==> src/rtl/cmsf_pkg.sv <==
// Shared types and constants of the calibrated median sensor filter.
package cmsf_pkg;

   // Fixed field widths of the request and response words
   localparam int CMD_W     = 2;
   localparam int CHAN_W    = 4;
   localparam int SAMPLE_W  = 12;
   localparam int OFFSET_W  = 12;
   localparam int GAIN_W    = 18;
   localparam int FILT_W    = 15;

   // Arithmetic
   localparam int VALUE_W   = 16;                      // stored history value, signed
   localparam int FRAC_BITS = 8;                       // gain is Q10.8
   localparam int DIFF_W    = SAMPLE_W + 1;            // sample - offset, signed
   localparam int PROD_W    = GAIN_W + 1 + DIFF_W;     // signed product
   localparam int CAL_W     = OFFSET_W + GAIN_W;       // {offset, gain}
   localparam logic [GAIN_W-1:0] GAIN_ONE = GAIN_W'(1 << FRAC_BITS);

   typedef enum logic [CMD_W-1:0] {
      CMD_LOAD   = 2'd0,
      CMD_SAMPLE = 2'd1,
      CMD_EMIT   = 2'd2
   } cmd_code_type;

   typedef enum logic [2:0] {
      ST_CLEAR,
      ST_IDLE,
      ST_MULT,
      ST_WRITE,
      ST_LOAD,
      ST_SELECT,
      ST_PUSH
   } state_type;

   // Controller to datapath
   typedef struct packed {
      logic clr_step;    // one step of the post-reset clearing sweep
      logic capture;     // request word accepted: latch fields, read calibration
      logic cal_write;   // load word accepted: write calibration entry
      logic mult;        // form gain * (sample - offset)
      logic smp_write;   // scale, saturate and store to history
      logic emit_start;  // begin an emit run
      logic load_step;   // one step of reading a channel's window
      logic sel_step;    // test one rank candidate
      logic push;        // move the result into the response register
   } ctrl_cmd_type;

   // Datapath to controller
   typedef struct packed {
      logic clr_done;
      logic load_done;
      logic sel_found;
      logic out_free;
      logic emit_last;
   } ctrl_stat_type;

endpackage

==> src/rtl/cmsf_if.sv <==
// Request and response channel interfaces of the sensor filter.
interface cmsf_req_if;
   logic                          valid;
   logic                          ready;
   logic [cmsf_pkg::CMD_W-1:0]    command;
   logic [cmsf_pkg::CHAN_W-1:0]   channel;
   logic [cmsf_pkg::SAMPLE_W-1:0] sample;
   logic [cmsf_pkg::OFFSET_W-1:0] offset;
   logic [cmsf_pkg::GAIN_W-1:0]   gain;
   logic                          frame_end;

   modport source (output valid, command, channel, sample, offset, gain, frame_end,
                   input ready);
   modport sink   (input valid, command, channel, sample, offset, gain, frame_end,
                   output ready);
endinterface

interface cmsf_rsp_if;
   logic                        valid;
   logic                        ready;
   logic [cmsf_pkg::CHAN_W-1:0] out_channel;
   logic [cmsf_pkg::FILT_W-1:0] filtered;
   logic                        last;

   modport source (output valid, out_channel, filtered, last, input ready);
   modport sink   (input valid, out_channel, filtered, last, output ready);
endinterface

==> src/rtl/calibrated_median_sensor_filter_unit.sv <==
// Top level of the calibrated median sensor filter: controller, datapath and checks.
//
// Multi-channel line-sensor conditioner. A load word (command 0) stores a
// channel's 12-bit offset and unsigned Q10.8 gain; a sample word (command 1)
// stores gain * (sample - offset), truncated toward zero and saturated to
// signed 16 bits, into the current slot of that channel's WINDOW-deep
// history, and with frame_end set advances the shared slot pointer (wraps at
// WINDOW); an emit word (command 2) returns one response word per channel,
// channels 0 up to min(CHANNELS,16)-1 in order, carrying the rank-WINDOW/2
// value in descending order of its history (the sixth largest of ten),
// negative values reported as zero, with last set on the final channel.
// Load and sample words for channels at or above CHANNELS write nothing,
// though a sample word with frame_end set still advances the slot pointer;
// command 3 is ignored. A sample word passes through a calibration memory
// read, then the multiply; the history write overlaps the next request
// word. An emit runs, per channel, history memory reads (one read port),
// rank testing (one candidate per cycle against the whole window), and
// the hand-off of the word to the response register; a stalled response
// holds the run. The response register lets a new request word enter
// while the last response word still waits. After reset a clearing sweep
// writes every history entry to zero and every calibration entry to gain
// one, offset zero, with req ready low throughout.
module calibrated_median_sensor_filter_unit #(
   parameter int CHANNELS = 16,
   parameter int WINDOW   = 10
) (
   input logic        clock,
   input logic        reset,
   cmsf_req_if.sink   req_port,
   cmsf_rsp_if.source rsp_port
);
   import cmsf_pkg::*;

   ctrl_cmd_type  cmd;
   ctrl_stat_type stat;

   cmsf_ctrl u_ctrl (
      .clock       (clock),
      .reset       (reset),
      .req_valid   (req_port.valid),
      .req_command (req_port.command),
      .req_ready   (req_port.ready),
      .stat        (stat),
      .cmd         (cmd)
   );

   cmsf_datapath #(
      .CHANNELS (CHANNELS),
      .WINDOW   (WINDOW)
   ) u_datapath (
      .clock           (clock),
      .reset           (reset),
      .cmd             (cmd),
      .stat            (stat),
      .req_channel     (req_port.channel),
      .req_sample      (req_port.sample),
      .req_offset      (req_port.offset),
      .req_gain        (req_port.gain),
      .req_frame_end   (req_port.frame_end),
      .rsp_valid       (rsp_port.valid),
      .rsp_ready       (rsp_port.ready),
      .rsp_out_channel (rsp_port.out_channel),
      .rsp_filtered    (rsp_port.filtered),
      .rsp_last        (rsp_port.last)
   );

   // ---------------- checks ----------------

   // no request word is taken during the clearing sweep or an emit run
   a_no_accept_busy: assert property (@(posedge clock) disable iff (reset)
      (req_port.valid && req_port.ready) |-> !(cmd.clr_step || cmd.load_step || cmd.sel_step))
      else $error("request accepted while busy");

   // a push never overwrites a response word that was not taken
   a_push_free: assert property (@(posedge clock) disable iff (reset)
      cmd.push |-> (!rsp_port.valid || rsp_port.ready))
      else $error("response register overwritten");

   // sequencing steps are exclusive
   a_steps_exclusive: assert property (@(posedge clock) disable iff (reset)
      $onehot0({cmd.clr_step, cmd.capture, cmd.mult, cmd.load_step, cmd.sel_step, cmd.push}))
      else $error("conflicting sequencer steps");

   // a pushed word appears on the response channel in the next cycle
   a_push_shows: assert property (@(posedge clock) disable iff (reset)
      cmd.push |=> rsp_port.valid)
      else $error("pushed word not presented");

endmodule

==> src/rtl/cmsf_ctrl.sv <==
// Sequencing state machine of the sensor filter.
module cmsf_ctrl (
   input  logic                       clock,
   input  logic                       reset,
   input  logic                       req_valid,
   input  logic [cmsf_pkg::CMD_W-1:0] req_command,
   output logic                       req_ready,
   input  cmsf_pkg::ctrl_stat_type    stat,
   output cmsf_pkg::ctrl_cmd_type     cmd
);
   import cmsf_pkg::*;

   state_type state_ff;
   state_type state_in;
   logic      accept;

   always_ff @(posedge clock) begin
      if (reset) begin
         state_ff <= ST_CLEAR;
      end else begin
         state_ff <= state_in;
      end
   end

   always_comb begin
      state_in  = state_ff;
      cmd       = '0;
      req_ready = 1'b0;
      accept    = 1'b0;
      unique case (state_ff)
         ST_CLEAR: begin
            cmd.clr_step = 1'b1;
            if (stat.clr_done) begin
               state_in = ST_IDLE;
            end
         end
         ST_IDLE, ST_WRITE: begin
            // history write of the previous sample overlaps the next word
            cmd.smp_write = (state_ff == ST_WRITE);
            req_ready     = 1'b1;
            accept        = req_valid;
            state_in      = ST_IDLE;
            if (accept) begin
               cmd.capture = 1'b1;
               unique case (cmd_code_type'(req_command))
                  CMD_LOAD: begin
                     cmd.cal_write = 1'b1;
                  end
                  CMD_SAMPLE: begin
                     state_in = ST_MULT;
                  end
                  CMD_EMIT: begin
                     cmd.emit_start = 1'b1;
                     state_in       = ST_LOAD;
                  end
                  default: begin
                     state_in = ST_IDLE;
                  end
               endcase
            end
         end
         ST_MULT: begin
            cmd.mult = 1'b1;
            state_in = ST_WRITE;
         end
         ST_LOAD: begin
            cmd.load_step = 1'b1;
            if (stat.load_done) begin
               state_in = ST_SELECT;
            end
         end
         ST_SELECT: begin
            cmd.sel_step = 1'b1;
            if (stat.sel_found) begin
               state_in = ST_PUSH;
            end
         end
         ST_PUSH: begin
            if (stat.out_free) begin
               cmd.push = 1'b1;
               state_in = stat.emit_last ? ST_IDLE : ST_LOAD;
            end
         end
         default: begin
            state_in = ST_IDLE;
         end
      endcase
   end

endmodule

==> src/rtl/cmsf_datapath.sv <==
// Datapath: calibration and history memories, scaler, rank selector, response register.
module cmsf_datapath #(
   parameter int CHANNELS = 16,
   parameter int WINDOW   = 10
) (
   input  logic                          clock,
   input  logic                          reset,
   input  cmsf_pkg::ctrl_cmd_type        cmd,
   output cmsf_pkg::ctrl_stat_type       stat,
   input  logic [cmsf_pkg::CHAN_W-1:0]   req_channel,
   input  logic [cmsf_pkg::SAMPLE_W-1:0] req_sample,
   input  logic [cmsf_pkg::OFFSET_W-1:0] req_offset,
   input  logic [cmsf_pkg::GAIN_W-1:0]   req_gain,
   input  logic                          req_frame_end,
   output logic                          rsp_valid,
   input  logic                          rsp_ready,
   output logic [cmsf_pkg::CHAN_W-1:0]   rsp_out_channel,
   output logic [cmsf_pkg::FILT_W-1:0]   rsp_filtered,
   output logic                          rsp_last
);
   import cmsf_pkg::*;

   localparam int CH_W   = (CHANNELS > 1) ? $clog2(CHANNELS) : 1;
   localparam int SLOT_W = $clog2(WINDOW);
   localparam int CNT_W  = $clog2(WINDOW + 1);
   localparam int DEPTH  = CHANNELS * WINDOW;
   localparam int ADDR_W = $clog2(DEPTH);
   localparam int RANK   = WINDOW / 2;
   localparam int EMIT_N = (CHANNELS < (1 << CHAN_W)) ? CHANNELS : (1 << CHAN_W);
   localparam logic [ADDR_W-1:0] WIN_A = ADDR_W'(WINDOW);

   // ---------------- storage ----------------
   logic signed [VALUE_W-1:0] hist_mem [DEPTH];
   logic        [CAL_W-1:0]   cal_mem  [CHANNELS];

   // ---------------- registers ----------------
   logic [ADDR_W-1:0]         clr_addr_ff, clr_addr_in;
   logic [SLOT_W-1:0]         slot_ff, slot_in;
   logic [CH_W-1:0]           chan_ff;
   logic                      in_range_ff;
   logic [SAMPLE_W-1:0]       sample_ff;
   logic                      frame_end_ff;
   logic [CAL_W-1:0]          cal_q_ff;
   logic signed [PROD_W-1:0]  prod_ff;
   logic [CH_W-1:0]           emit_ch_ff, emit_ch_in;
   logic [ADDR_W-1:0]         rd_addr_ff, rd_addr_in;
   logic [CNT_W-1:0]          ld_cnt_ff, ld_cnt_in;
   logic [SLOT_W-1:0]         sel_idx_ff, sel_idx_in;
   logic signed [VALUE_W-1:0] hist_q_ff;
   logic signed [VALUE_W-1:0] win_ff [WINDOW];
   logic [FILT_W-1:0]         res_ff;
   logic                      rsp_valid_ff, rsp_valid_in;
   logic [CHAN_W-1:0]         rsp_chan_ff;
   logic [FILT_W-1:0]         rsp_filt_ff;
   logic                      rsp_last_ff;

   // ---------------- combinational ----------------
   logic                      req_in_range;
   logic [CH_W-1:0]           req_idx;
   logic [OFFSET_W-1:0]       cal_off;
   logic [GAIN_W-1:0]         cal_gain;
   logic signed [DIFF_W-1:0]  diff;
   logic signed [PROD_W-1:0]  prod_in;
   logic signed [PROD_W-1:0]  biased;
   logic signed [PROD_W-1:0]  quot;
   logic [PROD_W-VALUE_W:0]   quot_hi;
   logic signed [VALUE_W-1:0] scaled;
   logic                      hist_we;
   logic [ADDR_W-1:0]         hist_wa;
   logic signed [VALUE_W-1:0] hist_wd;
   logic                      cal_we;
   logic [CH_W-1:0]           cal_wa;
   logic [CAL_W-1:0]          cal_wd;
   logic signed [VALUE_W-1:0] cand;
   logic [WINDOW-1:0]         gt_vec;
   logic [WINDOW-1:0]         ge_vec;
   logic                      found;
   logic                      is_last;

   assign req_in_range = (int'(req_channel) < CHANNELS);
   assign req_idx      = CH_W'(req_channel);

   // ---------------- calibration scaling ----------------
   assign cal_off  = cal_q_ff[CAL_W-1 -: OFFSET_W];
   assign cal_gain = cal_q_ff[GAIN_W-1:0];
   assign diff     = $signed({1'b0, sample_ff}) - $signed({1'b0, cal_off});
   assign prod_in  = $signed({1'b0, cal_gain}) * diff;

   // divide by 2^FRAC_BITS truncating toward zero, then saturate
   assign biased  = prod_ff + (prod_ff[PROD_W-1] ? PROD_W'((1 << FRAC_BITS) - 1) : '0);
   assign quot    = biased >>> FRAC_BITS;
   assign quot_hi = quot[PROD_W-1:VALUE_W-1];

   always_comb begin
      if ((&quot_hi) || (~|quot_hi)) begin
         scaled = quot[VALUE_W-1:0];
      end else if (quot[PROD_W-1]) begin
         scaled = {1'b1, {(VALUE_W-1){1'b0}}};
      end else begin
         scaled = {1'b0, {(VALUE_W-1){1'b1}}};
      end
   end

   // ---------------- memory write ports ----------------
   always_comb begin
      hist_we = 1'b0;
      hist_wa = clr_addr_ff;
      hist_wd = '0;
      if (cmd.clr_step) begin
         hist_we = 1'b1;
      end else if (cmd.smp_write && in_range_ff) begin
         hist_we = 1'b1;
         hist_wa = ADDR_W'(chan_ff) * WIN_A + ADDR_W'(slot_ff);
         hist_wd = scaled;
      end
   end

   always_comb begin
      cal_we = 1'b0;
      cal_wa = req_idx;
      cal_wd = {req_offset, req_gain};
      if (cmd.clr_step) begin
         cal_we = (int'(clr_addr_ff) < CHANNELS);
         cal_wa = CH_W'(clr_addr_ff);
         cal_wd = {{OFFSET_W{1'b0}}, GAIN_ONE};
      end else if (cmd.cal_write) begin
         cal_we = req_in_range;
      end
   end

   always_ff @(posedge clock) begin
      if (hist_we) begin
         hist_mem[hist_wa] <= hist_wd;
      end
   end

   always_ff @(posedge clock) begin
      if (cmd.load_step && (ld_cnt_ff < CNT_W'(WINDOW))) begin
         hist_q_ff <= hist_mem[rd_addr_ff];
      end
   end

   always_ff @(posedge clock) begin
      if (cal_we) begin
         cal_mem[cal_wa] <= cal_wd;
      end
   end

   always_ff @(posedge clock) begin
      if (cmd.capture) begin
         cal_q_ff <= cal_mem[req_idx];
      end
   end

   // ---------------- rank selection ----------------
   assign cand = win_ff[sel_idx_ff];

   always_comb begin
      for (int j = 0; j < WINDOW; j++) begin
         gt_vec[j] = (win_ff[j] >  cand);
         ge_vec[j] = (win_ff[j] >= cand);
      end
   end

   // candidate holds rank RANK when at most RANK values beat it and more tie or beat it
   assign found = (($countones(gt_vec) <= RANK) && ($countones(ge_vec) > RANK))
                  || (sel_idx_ff == SLOT_W'(WINDOW - 1));
   assign is_last = (emit_ch_ff == CH_W'(EMIT_N - 1));

   // ---------------- next values of control registers ----------------
   always_comb begin
      clr_addr_in  = clr_addr_ff;
      slot_in      = slot_ff;
      emit_ch_in   = emit_ch_ff;
      rd_addr_in   = rd_addr_ff;
      ld_cnt_in    = ld_cnt_ff;
      sel_idx_in   = sel_idx_ff;
      rsp_valid_in = rsp_valid_ff;
      if (cmd.clr_step) begin
         clr_addr_in = clr_addr_ff + 1'b1;
      end
      if (cmd.smp_write && frame_end_ff) begin
         slot_in = (slot_ff == SLOT_W'(WINDOW - 1)) ? '0 : slot_ff + 1'b1;
      end
      if (cmd.emit_start) begin
         emit_ch_in = '0;
         rd_addr_in = '0;
         ld_cnt_in  = '0;
         sel_idx_in = '0;
      end
      if (cmd.load_step) begin
         if (ld_cnt_ff < CNT_W'(WINDOW)) begin
            rd_addr_in = rd_addr_ff + 1'b1;
            ld_cnt_in  = ld_cnt_ff + 1'b1;
         end
      end
      if (cmd.sel_step && !found) begin
         sel_idx_in = sel_idx_ff + 1'b1;
      end
      if (cmd.push) begin
         emit_ch_in   = emit_ch_ff + 1'b1;
         ld_cnt_in    = '0;
         sel_idx_in   = '0;
         rsp_valid_in = 1'b1;
      end else if (rsp_ready) begin
         rsp_valid_in = 1'b0;
      end
   end

   always_ff @(posedge clock) begin
      if (reset) begin
         clr_addr_ff  <= '0;
         slot_ff      <= '0;
         emit_ch_ff   <= '0;
         rd_addr_ff   <= '0;
         ld_cnt_ff    <= '0;
         sel_idx_ff   <= '0;
         rsp_valid_ff <= 1'b0;
      end else begin
         clr_addr_ff  <= clr_addr_in;
         slot_ff      <= slot_in;
         emit_ch_ff   <= emit_ch_in;
         rd_addr_ff   <= rd_addr_in;
         ld_cnt_ff    <= ld_cnt_in;
         sel_idx_ff   <= sel_idx_in;
         rsp_valid_ff <= rsp_valid_in;
      end
   end

   // ---------------- payload registers ----------------
   always_ff @(posedge clock) begin
      if (cmd.capture) begin
         chan_ff      <= req_idx;
         in_range_ff  <= req_in_range;
         sample_ff    <= req_sample;
         frame_end_ff <= req_frame_end;
      end
      if (cmd.mult) begin
         prod_ff <= prod_in;
      end
      if (cmd.load_step && (ld_cnt_ff != '0)) begin
         win_ff[SLOT_W'(ld_cnt_ff - 1'b1)] <= hist_q_ff;
      end
      if (cmd.sel_step && found) begin
         res_ff <= cand[VALUE_W-1] ? '0 : cand[FILT_W-1:0];
      end
      if (cmd.push) begin
         rsp_chan_ff <= CHAN_W'(emit_ch_ff);
         rsp_filt_ff <= res_ff;
         rsp_last_ff <= is_last;
      end
   end

   // ---------------- status and outputs ----------------
   assign stat.clr_done  = (clr_addr_ff == ADDR_W'(DEPTH - 1));
   assign stat.load_done = (ld_cnt_ff == CNT_W'(WINDOW));
   assign stat.sel_found = found;
   assign stat.out_free  = !rsp_valid_ff || rsp_ready;
   assign stat.emit_last = is_last;

   assign rsp_valid       = rsp_valid_ff;
   assign rsp_out_channel = rsp_chan_ff;
   assign rsp_filtered    = rsp_filt_ff;
   assign rsp_last        = rsp_last_ff;

endmodule

==> src/flat_wrapper.sv <==
// flat-port wrapper written by rule: the top's interface ports become plain ports
module calibrated_median_sensor_filter_unit_flat import cmsf_pkg::*;
#(
   parameter int CHANNELS = 16,
   parameter int WINDOW   = 10
)
  (clock, reset, req_port_valid, req_port_command, req_port_channel, req_port_sample, req_port_offset, req_port_gain, req_port_frame_end, req_port_ready, rsp_port_valid, rsp_port_out_channel, rsp_port_filtered, rsp_port_last, rsp_port_ready);
  cmsf_req_if req_port_i ();
  cmsf_rsp_if rsp_port_i ();
  input logic clock;
  input logic reset;
  input wire logic [$bits(req_port_i.valid)-1:0] req_port_valid;
  input wire logic [$bits(req_port_i.command)-1:0] req_port_command;
  input wire logic [$bits(req_port_i.channel)-1:0] req_port_channel;
  input wire logic [$bits(req_port_i.sample)-1:0] req_port_sample;
  input wire logic [$bits(req_port_i.offset)-1:0] req_port_offset;
  input wire logic [$bits(req_port_i.gain)-1:0] req_port_gain;
  input wire logic [$bits(req_port_i.frame_end)-1:0] req_port_frame_end;
  output wire logic [$bits(req_port_i.ready)-1:0] req_port_ready;
  output wire logic [$bits(rsp_port_i.valid)-1:0] rsp_port_valid;
  output wire logic [$bits(rsp_port_i.out_channel)-1:0] rsp_port_out_channel;
  output wire logic [$bits(rsp_port_i.filtered)-1:0] rsp_port_filtered;
  output wire logic [$bits(rsp_port_i.last)-1:0] rsp_port_last;
  input wire logic [$bits(rsp_port_i.ready)-1:0] rsp_port_ready;
  assign req_port_i.valid = req_port_valid;
  assign req_port_i.command = req_port_command;
  assign req_port_i.channel = req_port_channel;
  assign req_port_i.sample = req_port_sample;
  assign req_port_i.offset = req_port_offset;
  assign req_port_i.gain = req_port_gain;
  assign req_port_i.frame_end = req_port_frame_end;
  assign req_port_ready = req_port_i.ready;
  assign rsp_port_valid = rsp_port_i.valid;
  assign rsp_port_out_channel = rsp_port_i.out_channel;
  assign rsp_port_filtered = rsp_port_i.filtered;
  assign rsp_port_last = rsp_port_i.last;
  assign rsp_port_i.ready = rsp_port_ready;
  calibrated_median_sensor_filter_unit #(.CHANNELS(CHANNELS), .WINDOW(WINDOW)) u_core (.clock(clock), .reset(reset), .req_port(req_port_i), .rsp_port(rsp_port_i));
endmodule
==> config.mk <==
export PLATFORM = sky130hd
export DESIGN_NAME = calibrated_median_sensor_filter_unit_flat
export DESIGN_NICKNAME = d
export VERILOG_FILES = /design/src/rtl/cmsf_pkg.sv /design/src/rtl/cmsf_if.sv /design/src/rtl/calibrated_median_sensor_filter_unit.sv /design/src/rtl/cmsf_ctrl.sv /design/src/rtl/cmsf_datapath.sv /design/src/flat_wrapper.sv
export SDC_FILE = /design/constraint.sdc
export NUM_CORES = 2
export LEC_CHECK = 0
export BUFFER_PORTS_ARGS = -buffer_cell sky130_fd_sc_hd__buf_2
export CAP_MARGIN = 25
export CORE_MARGIN = 5
export CORE_UTILIZATION = 40
export CTS_BUF_LIST = sky130_fd_sc_hd__clkbuf_16
export CTS_CLUSTER_SIZE = 25
export DETAILED_ROUTE_END_ITERATION = 10
export GPL_TIMING_DRIVEN = 0
export MAX_ROUTING_LAYER = met4
export PLACE_DENSITY_LB_ADDON = 0.3
export SKIP_LAST_GASP = 1
export SLEW_MARGIN = 20
export SYNTH_ARGS = -nofsm -noshare
export SYNTH_HDL_FRONTEND = slang
export SYNTH_SLANG_ARGS = --single-unit
==> constraint.sdc <==
create_clock -name clock -period 15.2 [get_ports clock]
set_input_delay 0.76 -clock clock [delete_from_list [all_inputs] [get_ports clock]]
set_output_delay 0.76 -clock clock [all_outputs]
set_load 0.05 [all_outputs]
Word-level counts from Yosys, hierarchy flattened. Memory sizes are Yosys's and may differ from the RTL's. A register that Yosys moved wholly into a read port is not among the register bits. Index checks and enable logic that the tools add are counted.

Register bits after elaboration: 120. Memory bits (writable): 3200. Output and inout bits: 22. Bits of input ports: 53. Memories: 3. Word-level logic and storage cells: 167.

Memory list: u_core.u_datapath.hist_mem (words 160, width 16, rd ports 1, clocked after memory_dff 1, wr ports 1, line cmsf_datapath.sv:33) `logic signed [VALUE_W-1:0] hist_mem [DEPTH];`; u_core.u_datapath.cal_mem (words 16, width 30, rd ports 1, clocked after memory_dff 1, wr ports 1, line cmsf_datapath.sv:34) `logic [CAL_W-1:0] cal_mem [CHANNELS];`; u_core.u_datapath.win_ff (words 10, width 16, rd ports 11, clocked after memory_dff 1, wr ports 1, line cmsf_datapath.sv:50) `logic signed [VALUE_W-1:0] win_ff [WINDOW];`.

$lt $le $gt $ge: 24. Reduce and logical (&&, ||, !) cells: 23. Add/subtract/negate cells: 28. $mul: 2. Multiplexer cells: 54. Equal/unequal tests: 17.

Operators with widths (count): greater-or-equal comparator 16 bit (10); > comparator 16 bit (10); two-way mux 16 bit (4); two-way mux 8 bit (6); two-way mux 4 bit (10); adder 32 x 8 -> 32 bit (1); multiplier 19 x 13 -> 32 bit (1); two-way mux 30 bit (1); two-way mux 1 bit (22); adder 1 x 1 -> 2 bit (10); two-way mux 3 bit (6); case mux 3 bit (6 select lines) (1); adder 4 x 1 -> 4 bit (second input constant) (4); adder 8 x 1 -> 8 bit (second input constant) (2); == test 4 bit (second input constant) (4); subtractor 12 x 12 -> 13 bit (1); adder 2 x 2 -> 3 bit (4); adder 4 x 2 -> 5 bit (2); == test 3 bit (second input constant) (3); AND reduction 9 bit (1); OR reduction 9 bit (1); adder 3 x 3 -> 4 bit (2); adder 8 x 4 -> 8 bit (1); == test 8 bit (second input constant) (1); other kinds (23) (40).

Depth between registers and ports, before layout. An unclocked memory read counts as a cell.

Depth after elaboration: 14. Gate-level depth with buffers: 31. Gate-level depth less buffers: 30.

By module. From an unflattened synthesis, not the netlist that was laid out.

Cells, all modules: 7091. Area total of the unflattened synthesis: 145425.7 sq um.

Modules (own cells, without submodules): cmsf_datapath (area each 145096.7 sq um, times used 1, cells an instance 7047, seq. area each 103619.4 sq um); cmsf_ctrl (area each 329.1 sq um, times used 1, cells an instance 44, seq. area each 60.1 sq um).

Worst setup path after synthesis. OpenSTA, ideal clock, no wires.

Path kind: register to register. From: register u_core.u_datapath.prod_ff[31]. To: memory u_core.u_datapath.hist_mem[0][11], data pin. Data arrival time: 8788 ps. Required time: 13756 ps. Library setup time: 1444 ps. Clock period less this slack: 10232 ps. Stages on the path, launching flop included: 11. Slack: 4968 ps. Path buffers: 1. Cell sequence: edfxtp_1 > ha_1 > a311o_1 > a21oi_1 > a2bb2oi_2 > nor2_1 > nand2_1 > xor2_1 > a22oi_1 > clkbuf_1 > o21ai_0.

Longest elaborated chain between the ends: 8. Elaborated cells between the ends (all ways): 10. Those cells by class: add/sub: 1; mux: 5; reduce/logical: 4.

RTL lines: start: declaration (line cmsf_datapath.sv:44) `logic signed [PROD_W-1:0] prod_ff;`; start signal: assignment (line cmsf_datapath.sv:239) `prod_ff <= prod_in;`; two-way mux 8 bit (line cmsf_datapath.sv:90) `assign biased = prod_ff + (prod_ff[PROD_W-1] ? PROD_W'((1 << FRAC_BITS) - 1) : '0);`; adder 32 x 8 -> 32 bit (*) (line cmsf_datapath.sv:90); OR reduction 9 bit (line cmsf_datapath.sv:95) `if ((&quot_hi) || (~|quot_hi)) begin`; logical NOT 1 bit (line cmsf_datapath.sv:95); logical OR 1 bit (line cmsf_datapath.sv:95); two-way mux 16 bit (*) (line cmsf_datapath.sv:95); two-way mux 16 bit (*) (line cmsf_datapath.sv:111) `end else if (cmd.smp_write && in_range_ff) begin`; two-way mux 16 bit (*) (line cmsf_datapath.sv:109) `if (cmd.clr_step) begin`; via u_core.u_datapath.hist_wd[11] (line cmsf_datapath.sv:70) `logic signed [VALUE_W-1:0] hist_wd;`; end: declaration (line cmsf_datapath.sv:33).

Mark *: on every way through the listed nets, which the timed path passes. The rest lies on a longest branch.

==> results.md <==
* Worst-Skew Late Latency at between 900 and 1000 ps
* Ports at 75
* Die Span X at between 600 and 700 um
* Initial antenna violation count at 13
* Area contributors post-synth: edfxtp_1, mux4_2, ha_1, fa_1, nor2_1
* Largest net degree at the start of global routing at 43
* First drt pass iteration count at 5
* Clk network pwr share at 32.1%
* Gate Count Post-Synth at 7111
* WP data required at 16020 ps
* Max stage delay cell, worst path: clkbuf_1
* Logic pwr share at 26.6%
* Final Net Count at 8360
* Crit path kind: reg2reg
* Post-CTS sizing at 0
* RSZ-0062 raised after global routing: false
* Stages on worst setup path at 30
* Crit. End Element: register
* Dominant synthesized flop cell: edfxtp_1
* CTS tree: done
* Critical R2R Capture: u_core.u_datapath.sel_idx_ff[2]$_SDFFE_PP0P_
* Core footprint at around 0.36 sq mm
* Cell leakage power at 55.5 nW
* Fmax at between 90 and 100 MHz
* Post-Route WL at 408000 um
* Placed Cells at 12200
* Starting Density at 40.1%
* Max Root-Sink Buffers at 4
* Final hold slack at roughly 120 ps
* Register area share after synthesis at 71.3%
* Total CTS buffers at between 300 and 400
* Number of synthesized register bits at about 3500
* Clock transition at path regs at 60 ps
* Rows at 221
* Worst slew pin tran at 1180 ps
* Layout cells sized above 1 at 27.9%
* Seq pwr share at roughly two fifths
* Largest delay contributor family on the critical path: buffers and inverters
* Syn_area_per_cell at 20.4 sq um
* Most common cell after layout, fill and taps aside: edfxtp_1
* Slowest stage delay, CP at 870 ps
* Overflow after GRT at 0
* Die area at ~0.38 sq mm
* Routed via count at around 75000
* Setup crit end: u_core.u_datapath.sel_idx_ff[2]$_SDFFE_PP0P_
* Switch Pwr at roughly 8.0 mW
* Max-cap violations at 0
* Non-filler cells, final at 12900
* Synthesized area at approximately 0.15 sq mm
* Period utilization at 66.8%
* Port Buffer Count at 73
* Final ANT Viol Nets at 0
* Unique masters post-synth at 67
* Post-synth EDFFs at 3426
* Place WS at around 5100 ps
* Vias in the first global route at 75900
* Yosys top cell area share at 70.8%
* # H-tree levels at 5
* Total power draw at 27.1 mW
* Worst Hold Class: in2reg
* PD cells at 160 mW/mm^2
* Routability congestion estimate at 0.956
* Minimum clock period after layout at 10150 ps
* Clk sink count at around 3500
* Clk root buf: clkbuf_16
* Avg WL per Cell at between 30 and 40 um
* Total Routing Usage GR at 22.2%
* Fin Clk Skew at 57.6 ps
* Worst Slack Setup Final at 5050 ps
* Internal power at between 15 and 20 mW
* Slew HR at 21.6%
* YS warnings at 0
* Syn Nets at 7668
* Fin. Hold Viols at 0
* Max-slew violations at 0
* WP buf/inv at 7
* Peak supply drop at 514 uV
* Setup crit start kind: register
* Vias/cell at 5.80
* Status: finished, final reports clean
* R2r setup slk at between 5000 and 6000 ps
* Most frequent cells in the layout: edfxtp_1, mux4_2, clkbuf_16
* DR DRC count at 0
* Worst r2r path cells at 30
* Ys async rst share at 0%
* CP max FO at 11
* Sw frac at between 20% and 30%
* Hpwl dp at 286000 um
* First-pass GRT wire length at 576000 um
* Dominant cell type by area after synthesis: edfxtp_1
* Drt initial violations at 8326
* Critical Path AT at 10970 ps
* Setup violations, final at 0
* Area delta synth->final at 16.8%
* Die span in y at around 610 um
==> sequential cells by signal, indices dropped and copies added (netlist names), 12 cells and up, named ones only <==
register,count
u_core.u_datapath.hist_mem,2560
u_core.u_datapath.cal_q_ff,30
u_core.u_datapath.sample_ff,12
u_core.u_datapath.win_ff,256
u_core.u_datapath.prod_ff,32
u_core.u_datapath.cal_mem,480
u_core.u_datapath.hist_q_ff,16
u_core.u_datapath.res_ff,15
u_core.u_datapath.rsp_filtered,15
==> synthesized netlist by cell type (7+ instances only) <==
cell type / number
nand2_1: 259
clkbuf_1: 202
inv_1: 253
buf_2: 70
mux2_2: 24
nand4_1: 41
dfxtp_1: 40
a21o_1: 50
nor2_1: 342
or2_2: 14
a21oi_1: 110
mux2i_1: 49
or3_1: 8
nand2b_1: 58
a31oi_1: 8
nand3b_1: 8
fa_1: 191
a22oi_1: 51
o21ai_0: 80
buf_1: 42
a221oi_1: 10
nand3_1: 32
o221ai_1: 7
edfxtp_1: 3426
ha_1: 313
nor3b_1: 11
mux4_2: 1016
a221o_1: 9
xor2_1: 25
a211oi_1: 23
o21a_1: 29
o22ai_1: 9
and2_1: 85
nor2b_1: 59
nor3_1: 38
xnor2_1: 44
and3_1: 11
buf_4: 8
==> per-layer routing <==
layer	vias up	track usage [%]	share of wire, %	routed length [um]
met4	0	8.33	4.4	18000
met1	40100	29.0	39	160000
met3	743	4.64	8.7	35400
met2	3560	34.6	48	195000
met5	-	-	0	0
li1	30400	-	-	-
==> worst register-to-register path, delay by kind of cell (launching register included) <==
kind | cells | cell delay (ps)
multiplexers | 2 | 920
AND/OR/NAND/NOR | 4 | 760
flip-flops | 1 | 300
adder cells (fa/ha/maj) | 6 | 2640
AO/OA/AOI/OAI | 11 | 2250
buffers and inverters | 7 | 3200
==> through the flow <==
step | setup TNS (ps) | cell area [sq um] | utilization [%]
finish | 0 | 170000 | 46.8
global route | 0 | 170000 | 46.8
CTS | 0 | 169000 | 46.8
detailed placement | 0 | 158000 | 43.5
global placement | -5595310 | 152000 | 41.9
floorplan | 0 | 145000 | -
==> worst min-delay path by stage <==
stage                                                    start  depth (start not counted)                                           end  slack [ps]
global placement     u_core.u_datapath.res_ff[0]$_SDFFCE_PP0P_                          0   u_core.u_datapath.rsp_filtered[0]$_DFFE_PP_         400
floorplan            u_core.u_datapath.res_ff[0]$_SDFFCE_PP0P_                          0   u_core.u_datapath.rsp_filtered[0]$_DFFE_PP_         400
global route                                req_port_frame_end                          1      u_core.u_datapath.frame_end_ff$_DFFE_PP_          70
CTS                                         req_port_frame_end                          1      u_core.u_datapath.frame_end_ff$_DFFE_PP_          50
finish                                      req_port_frame_end                          1      u_core.u_datapath.frame_end_ff$_DFFE_PP_         120
detailed placement  u_core.u_datapath.res_ff[11]$_SDFFCE_PP0P_                          0  u_core.u_datapath.rsp_filtered[11]$_DFFE_PP_         400
==> final cells by class <==
cell class                      count  area [sq um]
Antenna cell                       12          30.0
Buffer                            326          1440
Tap cell                         4794          6000
Timing Repair Buffer              334          5290
Clock inverter                    291          2510
Multi-Input combinational cell   3065         40700
Inverter                          254           953
Clock buffer                      364          9110
Fill cell                       29800        193000
Sequential cell                  3466        104000
==> cells by family after synthesis <==
family                   Yosys count  share of synthesized area [%]
buffers and inverters            580                           1.60
flip-flops                      3466                           71.3
XOR/XNOR                          69                          0.416
adder cells (fa/ha/maj)          504                           5.33
AO/OA/AOI/OAI                    426                           1.92
AND/OR/NAND/NOR                  977                           3.14
multiplexers                    1089                           16.3
==> what timing repair did <==
item	4_1_cts	5_1_grt
endpoints found under the hold margin	12	0
endpoints found under the setup margin	0	0
setup buffers	0	0
hold buffers	12	0
==> power by group through the flow <==
stage	clock [mW]	sequential (mW)	combinational, mW
2_1_floorplan	0	11.4	5.15
3_3_place_gp	0	11.4	7.06
3_5_place_dp	0	11.4	7.22
4_1_cts	8.82	11.2	7.29
5_1_grt	9.23	11.2	8.07
6_report	8.71	11.2	7.21
Power figures use the tool's default switching activity.
